<file path="config.mk">
export PLATFORM = sky130hd
export DESIGN_NAME = touch_four_point_calibrator
export DESIGN_NICKNAME = d
export VERILOG_FILES = /design/src/tfpc_pkg.sv /design/src/tfpc_csr.sv /design/src/tfpc_divider.sv /design/src/touch_four_point_calibrator.sv
export SDC_FILE = /design/constraint.sdc
export NUM_CORES = 2
export LEC_CHECK = 0
export BUFFER_PORTS_ARGS = -buffer_cell sky130_fd_sc_hd__buf_2
export CAP_MARGIN = 40
export CORE_MARGIN = 1
export CORE_UTILIZATION = 38
export DETAILED_ROUTE_END_ITERATION = 6
export MAX_ROUTING_LAYER = met4
export PLACE_DENSITY = 0.54
export SYNTH_ARGS = -nofsm -noshare
export SYNTH_HDL_FRONTEND = slang
export SYNTH_HIERARCHICAL = 1
export SYNTH_SLANG_ARGS = --single-unit
</file>
<file path="constraint.sdc">
create_clock -name clock -period 18.68 [get_ports clock]
set_input_delay 0.934 -clock clock [delete_from_list [all_inputs] [get_ports clock]]
set_output_delay 0.934 -clock clock [all_outputs]
set_load 0.01 [all_outputs]
</file>
<file path="src/tfpc_pkg.sv">
// ---------------------------------------------------------------------------
// Four-point calibrator package
// Shared constants, phase codes and the configuration bundle.
// ---------------------------------------------------------------------------
`default_nettype none

package tfpc_pkg;

   // Screen geometry and retry limit.
   localparam int SCREEN_WIDTH  = 320;
   localparam int SCREEN_HEIGHT = 240;
   localparam int MAX_RETRIES   = 5;

   // Targets sit 30 pixels in from the top left and 31 in from the bottom right.
   localparam int TGT_LO  = 30;
   localparam int SPAN_X  = SCREEN_WIDTH - 31 - TGT_LO;
   localparam int SPAN_Y  = SCREEN_HEIGHT - 31 - TGT_LO;
   localparam int FRAC_W  = 17;
   localparam int SPAN_W  = $clog2(((SPAN_X > SPAN_Y) ? SPAN_X : SPAN_Y) + 1);

   // Divider sizes: unsigned dividend, signed 18-bit divisor.
   localparam int DVD_W   = SPAN_W + FRAC_W;
   localparam int DIV_W   = 18;
   localparam int MAG_W   = DIV_W - 1;
   localparam int CNT_W   = $clog2(DVD_W + 1);

   localparam logic [DVD_W-1:0] NUM_X = DVD_W'(SPAN_X) << FRAC_W;
   localparam logic [DVD_W-1:0] NUM_Y = DVD_W'(SPAN_Y) << FRAC_W;

   // Phase codes as reported on the response.
   localparam logic [2:0] PH_TL   = 3'd0;
   localparam logic [2:0] PH_BL   = 3'd1;
   localparam logic [2:0] PH_TR   = 3'd2;
   localparam logic [2:0] PH_BR   = 3'd3;
   localparam logic [2:0] PH_OK   = 3'd4;
   localparam logic [2:0] PH_FAIL = 3'd5;
   localparam logic [2:0] PH_IDLE = 3'd6;

   // Request functions.
   localparam logic [1:0] FN_START = 2'd0;
   localparam logic [1:0] FN_TOUCH = 2'd1;
   localparam logic [1:0] FN_END   = 2'd2;
   localparam logic [1:0] FN_LOAD  = 2'd3;

   // Orientation codes.
   localparam logic [1:0] OR_NONE = 2'd0;
   localparam logic [1:0] OR_LAND = 2'd1;
   localparam logic [1:0] OR_PORT = 2'd2;

   // Register indexes.
   localparam logic [2:0] RG_PRECISION = 3'd0;
   localparam logic [2:0] RG_SCALE_X   = 3'd1;
   localparam logic [2:0] RG_SCALE_Y   = 3'd2;
   localparam logic [2:0] RG_OFS_X     = 3'd3;
   localparam logic [2:0] RG_OFS_Y     = 3'd4;
   localparam logic [2:0] RG_ORIENT    = 3'd5;

   localparam logic [6:0] PRECISION_RESET = 7'd80;

   typedef struct packed {
      logic [6:0]         precision;
      logic signed [31:0] scale_x;
      logic signed [31:0] scale_y;
      logic signed [15:0] ofs_x;
      logic signed [15:0] ofs_y;
      logic [1:0]         orientation;
   } cfg_type;

endpackage

`default_nettype wire

</file>
<file path="src/tfpc_csr.sv">
// ---------------------------------------------------------------------------
// Calibrator register file
// APB-style write and read access to the precision and default registers.
// ---------------------------------------------------------------------------
`default_nettype none

module tfpc_csr (
   input  wire logic            clock,
   input  wire logic            reset,
   input  wire logic            psel,
   input  wire logic            penable,
   input  wire logic            pwrite,
   input  wire logic [4:0]      paddr,
   input  wire logic [31:0]     pwdata,
   output logic [31:0]          prdata,
   output tfpc_pkg::cfg_type    cfg
);

   tfpc_pkg::cfg_type cfg_ff, cfg_in;
   logic              wr_en;

   assign wr_en = psel & penable & pwrite;

   // Register write decode.
   always_comb begin
      cfg_in = cfg_ff;
      if (wr_en) begin
         unique case (paddr[4:2])
            tfpc_pkg::RG_PRECISION: cfg_in.precision   = pwdata[6:0];
            tfpc_pkg::RG_SCALE_X:   cfg_in.scale_x     = pwdata;
            tfpc_pkg::RG_SCALE_Y:   cfg_in.scale_y     = pwdata;
            tfpc_pkg::RG_OFS_X:     cfg_in.ofs_x       = pwdata[15:0];
            tfpc_pkg::RG_OFS_Y:     cfg_in.ofs_y       = pwdata[15:0];
            tfpc_pkg::RG_ORIENT:    cfg_in.orientation = pwdata[1:0];
            default: ;
         endcase
      end
   end

   always_ff @(posedge clock) begin
      if (reset) begin
         cfg_ff <= '{precision: tfpc_pkg::PRECISION_RESET, default: '0};
      end else begin
         cfg_ff <= cfg_in;
      end
   end

   // Read mux.
   always_comb begin
      unique case (paddr[4:2])
         tfpc_pkg::RG_PRECISION: prdata = {25'd0, cfg_ff.precision};
         tfpc_pkg::RG_SCALE_X:   prdata = cfg_ff.scale_x;
         tfpc_pkg::RG_SCALE_Y:   prdata = cfg_ff.scale_y;
         tfpc_pkg::RG_OFS_X:     prdata = {{16{cfg_ff.ofs_x[15]}}, cfg_ff.ofs_x};
         tfpc_pkg::RG_OFS_Y:     prdata = {{16{cfg_ff.ofs_y[15]}}, cfg_ff.ofs_y};
         tfpc_pkg::RG_ORIENT:    prdata = {30'd0, cfg_ff.orientation};
         default:                prdata = 32'd0;
      endcase
   end

   assign cfg = cfg_ff;

endmodule

`default_nettype wire

</file>
<file path="src/tfpc_divider.sv">
// ---------------------------------------------------------------------------
// Calibrator divider
// Restoring division, one quotient bit per cycle, truncating toward zero.
// ---------------------------------------------------------------------------
`default_nettype none

module tfpc_divider (
   input  wire logic                            clock,
   input  wire logic                            reset,
   input  wire logic                            start,
   input  wire logic [tfpc_pkg::DVD_W-1:0]      dividend,
   input  wire logic signed [tfpc_pkg::DIV_W-1:0] divisor,
   output logic                                 done,
   output logic signed [31:0]                   quotient
);

   logic [tfpc_pkg::CNT_W-1:0] count_ff, count_in;
   logic                       busy_ff, busy_in;
   logic                       done_ff, done_in;
   logic                       neg_ff, neg_in;
   logic [tfpc_pkg::MAG_W-1:0] mag_ff, mag_in;
   logic [tfpc_pkg::MAG_W-1:0] rem_ff, rem_in;
   logic [tfpc_pkg::DVD_W-1:0] dq_ff, dq_in;
   logic [tfpc_pkg::MAG_W:0]   shifted;
   logic [tfpc_pkg::MAG_W:0]   diff;
   logic                       ge;
   logic [31:0]                q_ext;

   assign shifted = {rem_ff, dq_ff[tfpc_pkg::DVD_W-1]};
   assign diff    = shifted - {1'b0, mag_ff};
   assign ge      = shifted >= {1'b0, mag_ff};

   // One restoring step per cycle; the quotient shifts in behind the dividend.
   always_comb begin
      count_in = count_ff;
      busy_in  = busy_ff;
      done_in  = 1'b0;
      neg_in   = neg_ff;
      mag_in   = mag_ff;
      rem_in   = rem_ff;
      dq_in    = dq_ff;
      if (start) begin
         neg_in   = divisor[tfpc_pkg::DIV_W-1];
         mag_in   = divisor[tfpc_pkg::DIV_W-1] ? tfpc_pkg::MAG_W'(-divisor)
                                               : divisor[tfpc_pkg::MAG_W-1:0];
         rem_in   = '0;
         dq_in    = dividend;
         count_in = tfpc_pkg::CNT_W'(tfpc_pkg::DVD_W);
         busy_in  = 1'b1;
      end else if (busy_ff) begin
         rem_in   = ge ? diff[tfpc_pkg::MAG_W-1:0] : shifted[tfpc_pkg::MAG_W-1:0];
         dq_in    = {dq_ff[tfpc_pkg::DVD_W-2:0], ge};
         count_in = count_ff - 1'b1;
         if (count_ff == tfpc_pkg::CNT_W'(1)) begin
            busy_in = 1'b0;
            done_in = 1'b1;
         end
      end
   end

   always_ff @(posedge clock) begin
      if (reset) begin
         busy_ff  <= 1'b0;
         done_ff  <= 1'b0;
         count_ff <= '0;
      end else begin
         busy_ff  <= busy_in;
         done_ff  <= done_in;
         count_ff <= count_in;
      end
      neg_ff <= neg_in;
      mag_ff <= mag_in;
      rem_ff <= rem_in;
      dq_ff  <= dq_in;
   end

   assign q_ext    = 32'(dq_ff);
   assign quotient = neg_ff ? -q_ext : q_ext;
   assign done     = done_ff;

endmodule

`default_nettype wire

</file>
<file path="src/touch_four_point_calibrator.sv">
// ---------------------------------------------------------------------------
// Four-point touch screen calibrator
// Collects four corner touches, checks precision, and computes Q17 scales
// and pixel offsets with a shared divider and multiplier.
// ---------------------------------------------------------------------------
//
//   Port group   Direction   Moves
//   req_*        in          one request: func, raw_x, raw_y
//   rsp_*        out         one response per request: phase and coefficients
//   p*           in/out      register writes and reads, always ready
//
// Start, end, load and ordinary touches are handled in the idle state; the response is
// registered and the block takes no new request until it has been taken.
// The fourth touch runs eight precision checks, one per cycle, then a decide
// state, then, if an orientation passes, two divisions on the divider and two offset multiplies.
// Reset is synchronous and clears all control state and coefficients.
// ---------------------------------------------------------------------------
`default_nettype none

module touch_four_point_calibrator (
   input  wire logic         clock,
   input  wire logic         reset,
   input  wire logic         req_valid,
   output logic              req_stall,
   input  wire logic [1:0]   req_func,
   input  wire logic [15:0]  req_raw_x,
   input  wire logic [15:0]  req_raw_y,
   output logic              rsp_valid,
   input  wire logic         rsp_stall,
   output logic [2:0]        rsp_phase,
   output logic signed [31:0] rsp_scale_x,
   output logic signed [31:0] rsp_scale_y,
   output logic signed [15:0] rsp_ofs_x,
   output logic signed [15:0] rsp_ofs_y,
   output logic [1:0]        rsp_orientation,
   output logic              rsp_loaded,
   input  wire logic         psel,
   input  wire logic         penable,
   input  wire logic         pwrite,
   input  wire logic [4:0]   paddr,
   input  wire logic [31:0]  pwdata,
   output logic [31:0]       prdata,
   output logic              pready
);

   typedef enum logic [7:0] {
      ST_IDLE   = 8'b00000001,
      ST_CHECK  = 8'b00000010,
      ST_DECIDE = 8'b00000100,
      ST_DIV_X  = 8'b00001000,
      ST_DIV_Y  = 8'b00010000,
      ST_OFF_X  = 8'b00100000,
      ST_OFF_Y  = 8'b01000000,
      ST_FIN    = 8'b10000000
   } state_type;

   tfpc_pkg::cfg_type cfg;

   state_type          state_ff, state_in;
   logic               rsp_valid_ff, rsp_valid_in;
   logic [2:0]         phase_ff, phase_in;
   logic signed [31:0] scale_x_ff, scale_x_in;
   logic signed [31:0] scale_y_ff, scale_y_in;
   logic signed [15:0] ofs_x_ff, ofs_x_in;
   logic signed [15:0] ofs_y_ff, ofs_y_in;
   logic [1:0]         orient_ff, orient_in;
   logic [2:0]         retry_ff, retry_in;
   logic [2:0]         step_ff, step_in;
   logic               land_ok_ff, land_ok_in;
   logic               port_ok_ff, port_ok_in;
   logic               port_sel_ff, port_sel_in;
   logic signed [49:0] prod_ff, prod_in;
   logic [31:0]        tl_ff, tl_in, bl_ff, bl_in, tr_ff, tr_in, br_ff, br_in;

   logic               accept;
   logic [15:0]        rx0, rx1, rx2, rx3, ry0, ry1, ry2, ry3;
   logic signed [17:0] ldx, ldy, pdx, pdy;
   logic [16:0]        sum_x, sum_y;
   logic [15:0]        chk_a, chk_b, chk_hi, chk_lo;
   logic [23:0]        chk_lhs, chk_rhs;
   logic [7:0]         prec_p1;
   logic               chk_pass;
   logic               land_go, port_go, dflt_zero, again;
   logic               div_start, div_done;
   logic [tfpc_pkg::DVD_W-1:0]       div_num;
   logic signed [tfpc_pkg::DIV_W-1:0] div_den;
   logic signed [31:0] div_q;
   logic [16:0]        mul_a;
   logic signed [31:0] mul_b;
   logic signed [49:0] mul_full;

   // Register file.
   tfpc_csr u_csr (
      .clock   (clock),
      .reset   (reset),
      .psel    (psel),
      .penable (penable),
      .pwrite  (pwrite),
      .paddr   (paddr),
      .pwdata  (pwdata),
      .prdata  (prdata),
      .cfg     (cfg)
   );
   assign pready = 1'b1;

   // Shared divider for the two scale factors.
   tfpc_divider u_div (
      .clock    (clock),
      .reset    (reset),
      .start    (div_start),
      .dividend (div_num),
      .divisor  (div_den),
      .done     (div_done),
      .quotient (div_q)
   );

   assign accept    = req_valid & ~req_stall;
   assign req_stall = (state_ff != ST_IDLE) | rsp_valid_ff;

   // Corner readings: 0 top left, 1 bottom left, 2 top right, 3 bottom right.
   assign rx0 = tl_ff[15:0];  assign ry0 = tl_ff[31:16];
   assign rx1 = bl_ff[15:0];  assign ry1 = bl_ff[31:16];
   assign rx2 = tr_ff[15:0];  assign ry2 = tr_ff[31:16];
   assign rx3 = br_ff[15:0];  assign ry3 = br_ff[31:16];

   // Scale divisors for both orientations.
   assign ldx = 18'(rx3) + 18'(rx2) - 18'(rx1) - 18'(rx0);
   assign ldy = 18'(ry3) - 18'(ry2) + 18'(ry1) - 18'(ry0);
   assign pdx = 18'(ry3) + 18'(ry2) - 18'(ry1) - 18'(ry0);
   assign pdy = 18'(rx3) - 18'(rx2) + 18'(rx1) - 18'(rx0);

   // Raw sums for the offsets of the chosen orientation.
   assign sum_x = port_sel_ff ? 17'(ry0) + 17'(ry1) : 17'(rx0) + 17'(rx1);
   assign sum_y = port_sel_ff ? 17'(rx0) + 17'(rx2) : 17'(ry0) + 17'(ry2);

   // Pair selection for the precision checks: four landscape, then four portrait.
   always_comb begin
      case (step_ff)
         3'd0:    begin chk_a = rx0; chk_b = rx1; end
         3'd1:    begin chk_a = rx2; chk_b = rx3; end
         3'd2:    begin chk_a = ry0; chk_b = ry2; end
         3'd3:    begin chk_a = ry1; chk_b = ry3; end
         3'd4:    begin chk_a = ry0; chk_b = ry1; end
         3'd5:    begin chk_a = ry2; chk_b = ry3; end
         3'd6:    begin chk_a = rx0; chk_b = rx2; end
         default: begin chk_a = rx1; chk_b = rx3; end
      endcase
   end

   // The ratio test 100*lo/hi > p is the same as 100*lo >= (p+1)*hi.
   assign chk_hi   = (chk_a > chk_b) ? chk_a : chk_b;
   assign chk_lo   = (chk_a > chk_b) ? chk_b : chk_a;
   assign prec_p1  = {1'b0, cfg.precision} + 8'd1;
   assign chk_lhs  = 24'(chk_lo) * 24'd100;
   assign chk_rhs  = 24'(chk_hi) * 24'(prec_p1);
   assign chk_pass = (chk_hi != 16'd0) && (chk_lhs >= chk_rhs);

   assign land_go   = land_ok_ff && (ldx != 18'sd0) && (ldy != 18'sd0);
   assign port_go   = port_ok_ff && (pdx != 18'sd0) && (pdy != 18'sd0);
   assign dflt_zero = (cfg.scale_x == 32'sd0) && (cfg.scale_y == 32'sd0) &&
                      (cfg.ofs_x == 16'sd0) && (cfg.ofs_y == 16'sd0);
   assign again     = retry_ff < 3'(tfpc_pkg::MAX_RETRIES);

   // Shared offset multiplier: unsigned raw sum times signed scale.
   assign mul_a    = (state_ff == ST_OFF_X) ? sum_x : sum_y;
   assign mul_b    = (state_ff == ST_OFF_X) ? scale_x_ff : scale_y_ff;
   assign mul_full = $signed({1'b0, mul_a}) * mul_b;
   assign prod_in  = (state_ff == ST_OFF_X || state_ff == ST_OFF_Y) ? mul_full : prod_ff;

   // Sequencer.
   always_comb begin
      state_in     = state_ff;
      rsp_valid_in = rsp_valid_ff & rsp_stall;
      phase_in     = phase_ff;
      scale_x_in   = scale_x_ff;
      scale_y_in   = scale_y_ff;
      ofs_x_in     = ofs_x_ff;
      ofs_y_in     = ofs_y_ff;
      orient_in    = orient_ff;
      retry_in     = retry_ff;
      step_in      = step_ff;
      land_ok_in   = land_ok_ff;
      port_ok_in   = port_ok_ff;
      port_sel_in  = port_sel_ff;
      tl_in        = tl_ff;
      bl_in        = bl_ff;
      tr_in        = tr_ff;
      br_in        = br_ff;
      div_start    = 1'b0;
      div_num      = tfpc_pkg::NUM_X;
      div_den      = port_sel_ff ? pdx : ldx;

      unique case (state_ff)
         ST_IDLE: begin
            if (accept) begin
               rsp_valid_in = 1'b1;
               unique case (req_func)
                  tfpc_pkg::FN_START: begin
                     scale_x_in  = '0;
                     scale_y_in  = '0;
                     ofs_x_in    = '0;
                     ofs_y_in    = '0;
                     orient_in   = tfpc_pkg::OR_NONE;
                     phase_in    = tfpc_pkg::PH_TL;
                     retry_in    = '0;
                  end
                  tfpc_pkg::FN_TOUCH: begin
                     if (phase_ff < tfpc_pkg::PH_OK) begin
                        unique case (phase_ff[1:0])
                           2'd0: tl_in = {req_raw_y, req_raw_x};
                           2'd1: bl_in = {req_raw_y, req_raw_x};
                           2'd2: tr_in = {req_raw_y, req_raw_x};
                           default: br_in = {req_raw_y, req_raw_x};
                        endcase
                        if (phase_ff != tfpc_pkg::PH_BR) begin
                           phase_in = phase_ff + 3'd1;
                        end else begin
                           // Last corner: hold the response until validation ends.
                           rsp_valid_in = 1'b0;
                           step_in      = '0;
                           land_ok_in   = 1'b1;
                           port_ok_in   = 1'b1;
                           state_in     = ST_CHECK;
                        end
                     end
                  end
                  tfpc_pkg::FN_END: begin
                     phase_in = tfpc_pkg::PH_IDLE;
                  end
                  default: begin
                     if ((scale_x_ff == 32'sd0) && (scale_y_ff == 32'sd0) &&
                         (ofs_x_ff == 16'sd0) && (ofs_y_ff == 16'sd0)) begin
                        scale_x_in  = cfg.scale_x;
                        scale_y_in  = cfg.scale_y;
                        ofs_x_in    = cfg.ofs_x;
                        ofs_y_in    = cfg.ofs_y;
                        orient_in   = (cfg.orientation == 2'd3) ? tfpc_pkg::OR_NONE
                                                                : cfg.orientation;
                     end
                  end
               endcase
            end
         end

         ST_CHECK: begin
            if (step_ff[2]) port_ok_in = port_ok_ff & chk_pass;
            else            land_ok_in = land_ok_ff & chk_pass;
            step_in = step_ff + 3'd1;
            if (step_ff == 3'd7) state_in = ST_DECIDE;
         end

         ST_DECIDE: begin
            if (land_go || port_go) begin
               port_sel_in = ~land_go;
               orient_in   = land_go ? tfpc_pkg::OR_LAND : tfpc_pkg::OR_PORT;
               div_den     = land_go ? ldx : pdx;
               div_start   = 1'b1;
               state_in    = ST_DIV_X;
            end else begin
               // Failure: fall back to the defaults and retry while they are unset and retries remain.
               phase_in    = tfpc_pkg::PH_FAIL;
               scale_x_in  = cfg.scale_x;
               scale_y_in  = cfg.scale_y;
               ofs_x_in    = cfg.ofs_x;
               ofs_y_in    = cfg.ofs_y;
               orient_in   = (cfg.orientation == 2'd3) ? tfpc_pkg::OR_NONE
                                                       : cfg.orientation;
               if (dflt_zero) begin
                  if (retry_ff != 3'd7) retry_in = retry_ff + 3'd1;
                  if (again) phase_in = tfpc_pkg::PH_TL;
               end
               rsp_valid_in = 1'b1;
               state_in     = ST_IDLE;
            end
         end

         ST_DIV_X: begin
            if (div_done) begin
               scale_x_in = div_q;
               div_num    = tfpc_pkg::NUM_Y;
               div_den    = port_sel_ff ? pdy : ldy;
               div_start  = 1'b1;
               state_in   = ST_DIV_Y;
            end
         end

         ST_DIV_Y: begin
            if (div_done) begin
               scale_y_in = div_q;
               state_in   = ST_OFF_X;
            end
         end

         ST_OFF_X: begin
            state_in = ST_OFF_Y;
         end

         ST_OFF_Y: begin
            ofs_x_in = 16'(tfpc_pkg::TGT_LO) - prod_ff[32:17];
            state_in = ST_FIN;
         end

         default: begin
            ofs_y_in     = 16'(tfpc_pkg::TGT_LO) - prod_ff[32:17];
            phase_in     = tfpc_pkg::PH_OK;
            rsp_valid_in = 1'b1;
            state_in     = ST_IDLE;
         end
      endcase
   end

   always_ff @(posedge clock) begin
      if (reset) begin
         state_ff     <= ST_IDLE;
         rsp_valid_ff <= 1'b0;
         phase_ff     <= tfpc_pkg::PH_IDLE;
         scale_x_ff   <= '0;
         scale_y_ff   <= '0;
         ofs_x_ff     <= '0;
         ofs_y_ff     <= '0;
         orient_ff    <= tfpc_pkg::OR_NONE;
         retry_ff     <= '0;
         step_ff      <= '0;
         land_ok_ff   <= 1'b0;
         port_ok_ff   <= 1'b0;
         port_sel_ff  <= 1'b0;
      end else begin
         state_ff     <= state_in;
         rsp_valid_ff <= rsp_valid_in;
         phase_ff     <= phase_in;
         scale_x_ff   <= scale_x_in;
         scale_y_ff   <= scale_y_in;
         ofs_x_ff     <= ofs_x_in;
         ofs_y_ff     <= ofs_y_in;
         orient_ff    <= orient_in;
         retry_ff     <= retry_in;
         step_ff      <= step_in;
         land_ok_ff   <= land_ok_in;
         port_ok_ff   <= port_ok_in;
         port_sel_ff  <= port_sel_in;
      end
      tl_ff   <= tl_in;
      bl_ff   <= bl_in;
      tr_ff   <= tr_in;
      br_ff   <= br_in;
      prod_ff <= prod_in;
   end

   // Response fields come straight from the coefficient registers.
   assign rsp_valid       = rsp_valid_ff;
   assign rsp_phase       = phase_ff;
   assign rsp_scale_x     = scale_x_ff;
   assign rsp_scale_y     = scale_y_ff;
   assign rsp_ofs_x       = ofs_x_ff;
   assign rsp_ofs_y       = ofs_y_ff;
   assign rsp_orientation = orient_ff;
   assign rsp_loaded      = (scale_x_ff != 32'sd0) || (scale_y_ff != 32'sd0) ||
                            (ofs_x_ff != 16'sd0) || (ofs_y_ff != 16'sd0);

endmodule

`default_nettype wire

</file>
# Word level (Yosys, flattened, before mapping)
# Cells that the tools add are included.
[op_classes] addsub=25 multipliers=3 n_lt_le_gt_ge=5 eq_ne=46 mux=101 n_bitwise=12 n_reduce_logical=73
[ops] operator="32-bit 2-to-1 mux" count=9
[ops] operator="32-bit one-hot mux with 3 select lines" count=2
[ops] operator="32-bit one-hot mux with 6 select lines" count=1
[ops] operator="16-bit one-hot mux with 5 select lines" count=2
[ops] operator="32-bit logical NOT" count=4
[ops] operator="16-bit 2-to-1 mux" count=8
[ops] operator="32-bit one-hot mux with 2 select lines" count=2
[ops] operator="26-bit 2-to-1 mux" count=4
[ops] operator="16-bit by 16-bit adder with 17-bit output" count=6
[ops] operator="16-bit one-hot mux with 3 select lines" count=2
[ops] operator="18-bit 2-to-1 mux" count=5
[ops] operator="17-bit 2-to-1 mux" count=5
[ops] operator="18-bit nonzero test" count=4
[ops] operator="18-bit by 16-bit subtractor with 18-bit output" count=4
[ops] operator="16-bit logical NOT" count=4
[ops] operator="16-bit one-hot mux with 2 select lines" count=2
[ops] operator="32-bit nonzero test" count=2
[ops] operator="8-bit 2-to-1 mux" count=7
[ops] operator="8-bit one-hot mux with 7 select lines" count=1
[ops] operator="16-bit nonzero test" count=3
[ops] operator="3-bit 2-to-1 mux" count=15
[ops] operator="17-bit by 17-bit adder with 18-bit output" count=2
[ops] operator="18-bit one-hot mux with 2 select lines" count=1
[ops] operator="6-bit AND reduction" count=6
[ops] operator="60 further kinds" count=164
[totals] ff_bits=453 inputBits=78

# Depth between registers and ports, before layout
[depth] word_depth=11 mapped_depth=54

# Cells and area by module
# The synthesis kept the hierarchy.
[by_module_without_submodules] module="touch_four_point_calibrator" n_inst=1 cells_each=4973 area_per_inst_um2=42473.2
[by_module_without_submodules] module="tfpc_csr" n_inst=1 cells_each=558 area_per_inst_um2=5062.4
[by_module_without_submodules] module="tfpc_divider" n_inst=1 cells_each=479 area_per_inst_um2=4531.8

# Least setup slack after synthesis
# OpenSTA, ideal clock, no wires.
[synth_path] path_type="register -> register" from="register step_ff[2]" to="register land_ok_ff" setup_time_ps=86 arrival_time_ps=10861 required_time_ps=18594 setup_slack_ps=7733 path_stages_with_launch=52 synth_period_minus_slack_ps=10947 path_cell_list="dfxtp_1 clkbuf_1 clkbuf_1 clkbuf_1 inv_1 ha_1 clkbuf_1 or4_1 clkbuf_1 clkbuf_1 a21oi_1 ha_1 a21oi_1 o221ai_1 a21o_1 a21o_1 a21o_1 a211oi_1 [... 16 more ...] o21bai_1 a21oi_1 nor2b_1 o31ai_1 nand2_1 a31oi_1 xor2_1 ha_1 a21oi_1 nor2b_1 o21ai_0 nand2b_1 o21ai_0 or4_1 o21ai_0 a31o_2 a21oi_1 a211oi_1"
[synth_via] elab_chain_cells=11 elab_cells_between_ends=25
[synth_lines] item="start: declaration" line_no="touch_four_point_calibrator.sv:68" text="logic [2:0] step_ff, step_in;"
[synth_lines] item="start signal: assignment" line_no="touch_four_point_calibrator.sv:337" text="step_ff <= step_in;"
[synth_lines] item="3-bit == test (tied with other cells)" line_no="touch_four_point_calibrator.sv:138" text="case (step_ff)"
[synth_lines] item="2-bit OR reduction (no line)"
[synth_lines] item="16-bit one-hot mux with 5 select lines" line_no="touch_four_point_calibrator.sv:138"
[synth_lines] item="16-bit > comparator" line_no="touch_four_point_calibrator.sv:151, touch_four_point_calibrator.sv:152"
[synth_lines] item="16-bit 2-to-1 mux, on equally long branches" line_no="touch_four_point_calibrator.sv:152, touch_four_point_calibrator.sv:151"
[synth_lines] item="16-bit by 5-bit multiplier with 21-bit output / 16-bit by 8-bit multiplier with 24-bit output (equally long branches)" line_no="touch_four_point_calibrator.sv:154, touch_four_point_calibrator.sv:155"
[synth_lines] item="23-bit by 24-bit >= comparator with 1-bit output" line_no="touch_four_point_calibrator.sv:156" text="assign chk_pass = (chk_hi != 16'd0) && (chk_lhs >= chk_rhs);"
[synth_lines] item="1-bit logical AND" line_no="touch_four_point_calibrator.sv:156"
[synth_lines] item="1-bit AND" line_no="touch_four_point_calibrator.sv:247" text="else land_ok_in = land_ok_ff & chk_pass;"
[synth_lines] item="1-bit 2-to-1 mux" line_no="touch_four_point_calibrator.sv:246" text="if (step_ff[2]) port_ok_in = port_ok_ff & chk_pass;"
[synth_lines] item="1-bit one-hot mux with 2 select lines" line_no="touch_four_point_calibrator.sv:193" text="unique case (state_ff)"
[synth_lines] item="end signal: assignment" line_no="touch_four_point_calibrator.sv:338" text="land_ok_ff <= land_ok_in;"
[synth_lines] item="end: declaration" line_no="touch_four_point_calibrator.sv:69" text="logic land_ok_ff, land_ok_in;"
# Parallel ways exist; a longest one is shown, timed or not. The select of a mux whose other input is x is not followed.
# A chain may end at the register's enable or synchronous reset.

# Final worst setup path
[layout_path] from="register step_ff[1]" to="register land_ok_ff"
[layout_via] elab_chain_cells=11 elab_cells_between_ends=23
[layout_lines] item="3-bit == test (tied with other cells)" line_no="touch_four_point_calibrator.sv:138"
[layout_lines] item="2-bit OR reduction (no line)"
[layout_lines] item="16-bit one-hot mux with 5 select lines" line_no="touch_four_point_calibrator.sv:138"
[layout_lines] item="16-bit > comparator" line_no="touch_four_point_calibrator.sv:151, touch_four_point_calibrator.sv:152"
[layout_lines] item="16-bit 2-to-1 mux, on equally long branches" line_no="touch_four_point_calibrator.sv:152, touch_four_point_calibrator.sv:151"
[layout_lines] item="16-bit by 5-bit multiplier with 21-bit output / 16-bit by 8-bit multiplier with 24-bit output (equally long branches)" line_no="touch_four_point_calibrator.sv:154, touch_four_point_calibrator.sv:155"
[layout_lines] item="23-bit by 24-bit >= comparator with 1-bit output" line_no="touch_four_point_calibrator.sv:156"
[layout_lines] item="1-bit logical AND *" line_no="touch_four_point_calibrator.sv:156"
[layout_lines] item="1-bit AND *" line_no="touch_four_point_calibrator.sv:247"
[layout_lines] item="1-bit 2-to-1 mux *" line_no="touch_four_point_calibrator.sv:246"
[layout_lines] item="1-bit one-hot mux with 2 select lines *" line_no="touch_four_point_calibrator.sv:193"
# Every way passes the cells marked *; elsewhere a longest branch is shown, timed or not. The select of a mux whose other input is x is not followed.

==> impl_metrics.env <==
export IMPL_outcome="finished clean"
export IMPL_fillerInstances=13570
export IMPL_fin_crit_sh=0.6485
export IMPL_drive_gt1_frac=0.08726
export IMPL_route_detailed_drc=0
export IMPL_cp_data_arrival_time_ns=12.67
export IMPL_wirelength_mm=187.9
export IMPL_reg2reg_slack_ns=6.57
export IMPL_r2r_end="land_ok_ff$_SDFFE_PP0P_"
export IMPL_ys_async_sr_fraction=0
export IMPL_syn_inst=6010
export IMPL_holdBufCountCts=0
export IMPL_cp_num_buf_inv=8
export IMPL_finalSetupViolCount=0
export IMPL_track_usage=0.2780
export IMPL_grt_pass1_wl_mm=280.9
export IMPL_leakage_nw=24.79
export IMPL_num_rows=135
export IMPL_ys_seq_area_frac=0.2038
export IMPL_synth_area_sq_mm=0.05207
export IMPL_areaGrowthSynthToFinish_pct=9.720
export IMPL_max_slew_margin=0.3676
export IMPL_place_ws_ns=6.650
export IMPL_die_area_sq_mm=0.1385
export IMPL_ys_ff_latch=436
export IMPL_critPathSlowestCell="o21ai_0"
export IMPL_synth_most_common_cell="inv_1"
export IMPL_maxSlewViolCount=0
export IMPL_startpoint_type="flip-flop"
export IMPL_fin_skew_ns=0.06254
export IMPL_peakVddDrop_mv=0.07927
export IMPL_cts_buffers_inserted=50
export IMPL_die_h_um=372.2
export IMPL_dieWidth_um=372.2
export IMPL_gp_congestion=0.9812
export IMPL_worstSetupEndpoint="land_ok_ff$_SDFFE_PP0P_"
export IMPL_setup_ws_ns=6.566
export IMPL_dpl_hpwl_mm=151.7
export IMPL_io_pins=215
export IMPL_cts_sinks=436
export IMPL_grt_overflow_total=0
export IMPL_grt_antenna_before_repair=17
export IMPL_ys_warnings_count=6
export IMPL_fmax_ghz=0.08255
export IMPL_clkTransAtPathRegs_ns=0.06
export IMPL_tightest_slew_ns=0.9466
export IMPL_slowest_delay_ns=0.82
export IMPL_synth_edf_count=188
export IMPL_finalNetCount=7200
export IMPL_cts_tree="yes"
export IMPL_portBuffers=211
export IMPL_whs_ns=0.4721
export IMPL_r2r_start="step_ff[1]$_SDFFE_PP0P_"
export IMPL_crit_family="compound AO/OA/AOI/OAI gates"
export IMPL_setup_tns_ns=0
export IMPL_powerDensity_mw_per_mm2=46.54
export IMPL_layout_min_cycle_time_ns=12.11
export IMPL_grt_max_degree=121
export IMPL_rsz0062_at_grt="false"
export IMPL_ys_top_cells_by_count="inv_1, nand2_1, nor2_1, fa_1, ha_1"
export IMPL_core_sq_mm=0.1356
export IMPL_startpoint="step_ff[1]$_SDFFE_PP0P_"
export IMPL_clk_latency_ns=0.69
export IMPL_hold_class="input pin to flip-flop"
export IMPL_synth_top_area_cell="fa_1"
export IMPL_worstPathMaxFanout=40
export IMPL_grt_pass1_vias=44310
export IMPL_root_buffer="clkbuf_16"
export IMPL_crit_type="flip-flop to flip-flop"
export IMPL_r2r_worst_path_cells=47
export IMPL_clock_path_buffers=3
export IMPL_postPlaceCellArea_sq_mm=0.05537
export IMPL_hold_viol=0
export IMPL_worst_ep_required_time_ns=19.24
export IMPL_end_kind="flip-flop"
export IMPL_dr_total_vias=45600
export IMPL_detail_route_iter0_violations=4384
export IMPL_path_depth=47
export IMPL_cts_max_level=2
export IMPL_yosys_top_cells_area="fa_1, ha_1, edfxtp_1, dfxtp_1, inv_1"
export IMPL_routed_via_density=5.721
export IMPL_cts_resized=0
export IMPL_final_area_sq_mm=0.05713
export IMPL_drtPass1Iterations=6
export IMPL_synth_cell_type_count=100
export IMPL_synth_area_per_cell_sq_um=8.663
export IMPL_wl_per_cell_um=23.58
export IMPL_initial_core_util=0.3839
export IMPL_synth_top_area_frac=0.2038
export IMPL_ant_nets=0
export IMPL_ys_flop_type="dfxtp_1"
export IMPL_max_cap_viol_count=0
export IMPL_post_cts_buffers=0
-- layout make-up --
class	count	area (sq um)	share of cell area
clock buffer	68	1431	0.02506
timing repair buffer	335	2058	0.03603
antenna	13	32.53	0.0005694
sequential	436	10620	0.1858
clock inverter	22	299.0	0.005234
tap	1781	2228	0.03901
inverter	760	2853	0.04994
multi-input combinational	4556	37610	0.6584
-- how the worst min path moves through the flow --
stage | start | endpoint | cells after the start
finish | req_raw_y[15] | tl_ff[31]$_DFFE_PP_ | 1
global route | req_raw_x[15] | tl_ff[15]$_DFFE_PP_ | 1
CTS | req_raw_x[15] | tr_ff[15]$_DFFE_PP_ | 1
detailed placement | u_div/rem_ff[1]$_SDFFE_PP0P_ | u_div/rem_ff[1]$_SDFFE_PP0P_ | 2
global placement | u_div/rem_ff[1]$_SDFFE_PP0P_ | u_div/rem_ff[1]$_SDFFE_PP0P_ | 2
floorplan | u_div/rem_ff[8]$_SDFFE_PP0P_ | u_div/rem_ff[8]$_SDFFE_PP0P_ | 2
-- where the power goes --
group,leakage (nW),switching [W],internal (W)
registers,3.70,0.0000327,0.00102
logic,20.2,0.000349,0.000217
clock network,0.847,0.000446,0.000598
total,24.8,0.000828,0.00183
-- metrics by stage --
step / power [W] / utilization / std cells
2_1_floorplan: 0.001443 / - / 6031
3_3_place_gp: 0.001628 / 0.4065 / 7846
3_5_place_dp: 0.001633 / 0.4082 / 7868
4_1_cts: 0.002678 / 0.4209 / 7958
5_1_grt: 0.002783 / 0.4211 / 7965
6_report: 0.002659 / 0.4212 / 7971
-- placed cells by master, fill, tap and decap left out, types with 188 or more instances in the layout --
| master | instances |
|---|---|
| a21oi_1 | 281 |
| buf_2 | 221 |
| dfxtp_1 | 246 |
| edfxtp_1 | 188 |
| fa_1 | 530 |
| ha_1 | 451 |
| inv_1 | 760 |
| nand2_1 | 598 |
| nor2_1 | 529 |
| o21ai_0 | 287 |
-- flip-flops by register name, indices dropped and copies added, names as in the netlist, 2 cells and up --
register / cells
rsp_orientation: 2
u_div/rem_ff: 17
u_div/count_ff: 5
tl_ff: 32
rsp_scale_x: 32
state_ff: 8
retry_ff: 3
bl_ff: 32
rsp_ofs_x: 16
tr_ff: 32
rsp_scale_y: 32
u_div/dq_ff: 26
rsp_phase: 3
u_div/mag_ff: 17
prod_ff: 16
br_ff: 32
u_csr/cfg: 105
rsp_ofs_y: 16
step_ff: 3
-- routing by layer --
| layer | vias to the layer above | share of wire | GRT usage |
|---|---|---|---|
| met4 | 0 | 0.032 | 0.08118 |
| met3 | 269 | 0.074 | 0.03728 |
| met2 | 1699 | 0.44 | 0.4208 |
| met1 | 22750 | 0.45 | 0.3857 |
| li1 | 20880 | - | - |
| met5 | - | 0 | - |
-- cell families (layout without fill, tap and decap cells) --
family / count (synthesis) / count (layout) / synth area share
compound gates: 1333 / 1333 / 0.1695
fa+ha+maj: 983 / 983 / 0.3126
xor+xnor: 245 / 245 / 0.04203
flops: 436 / 436 / 0.2038
other cells: 2 / 36 / 0.0001442
simple gates: 1812 / 1812 / 0.1624
mux: 160 / 160 / 0.03249
buf+inv: 1039 / 1185 / 0.07707
Note: power is estimated with default switching activity, not from simulation.
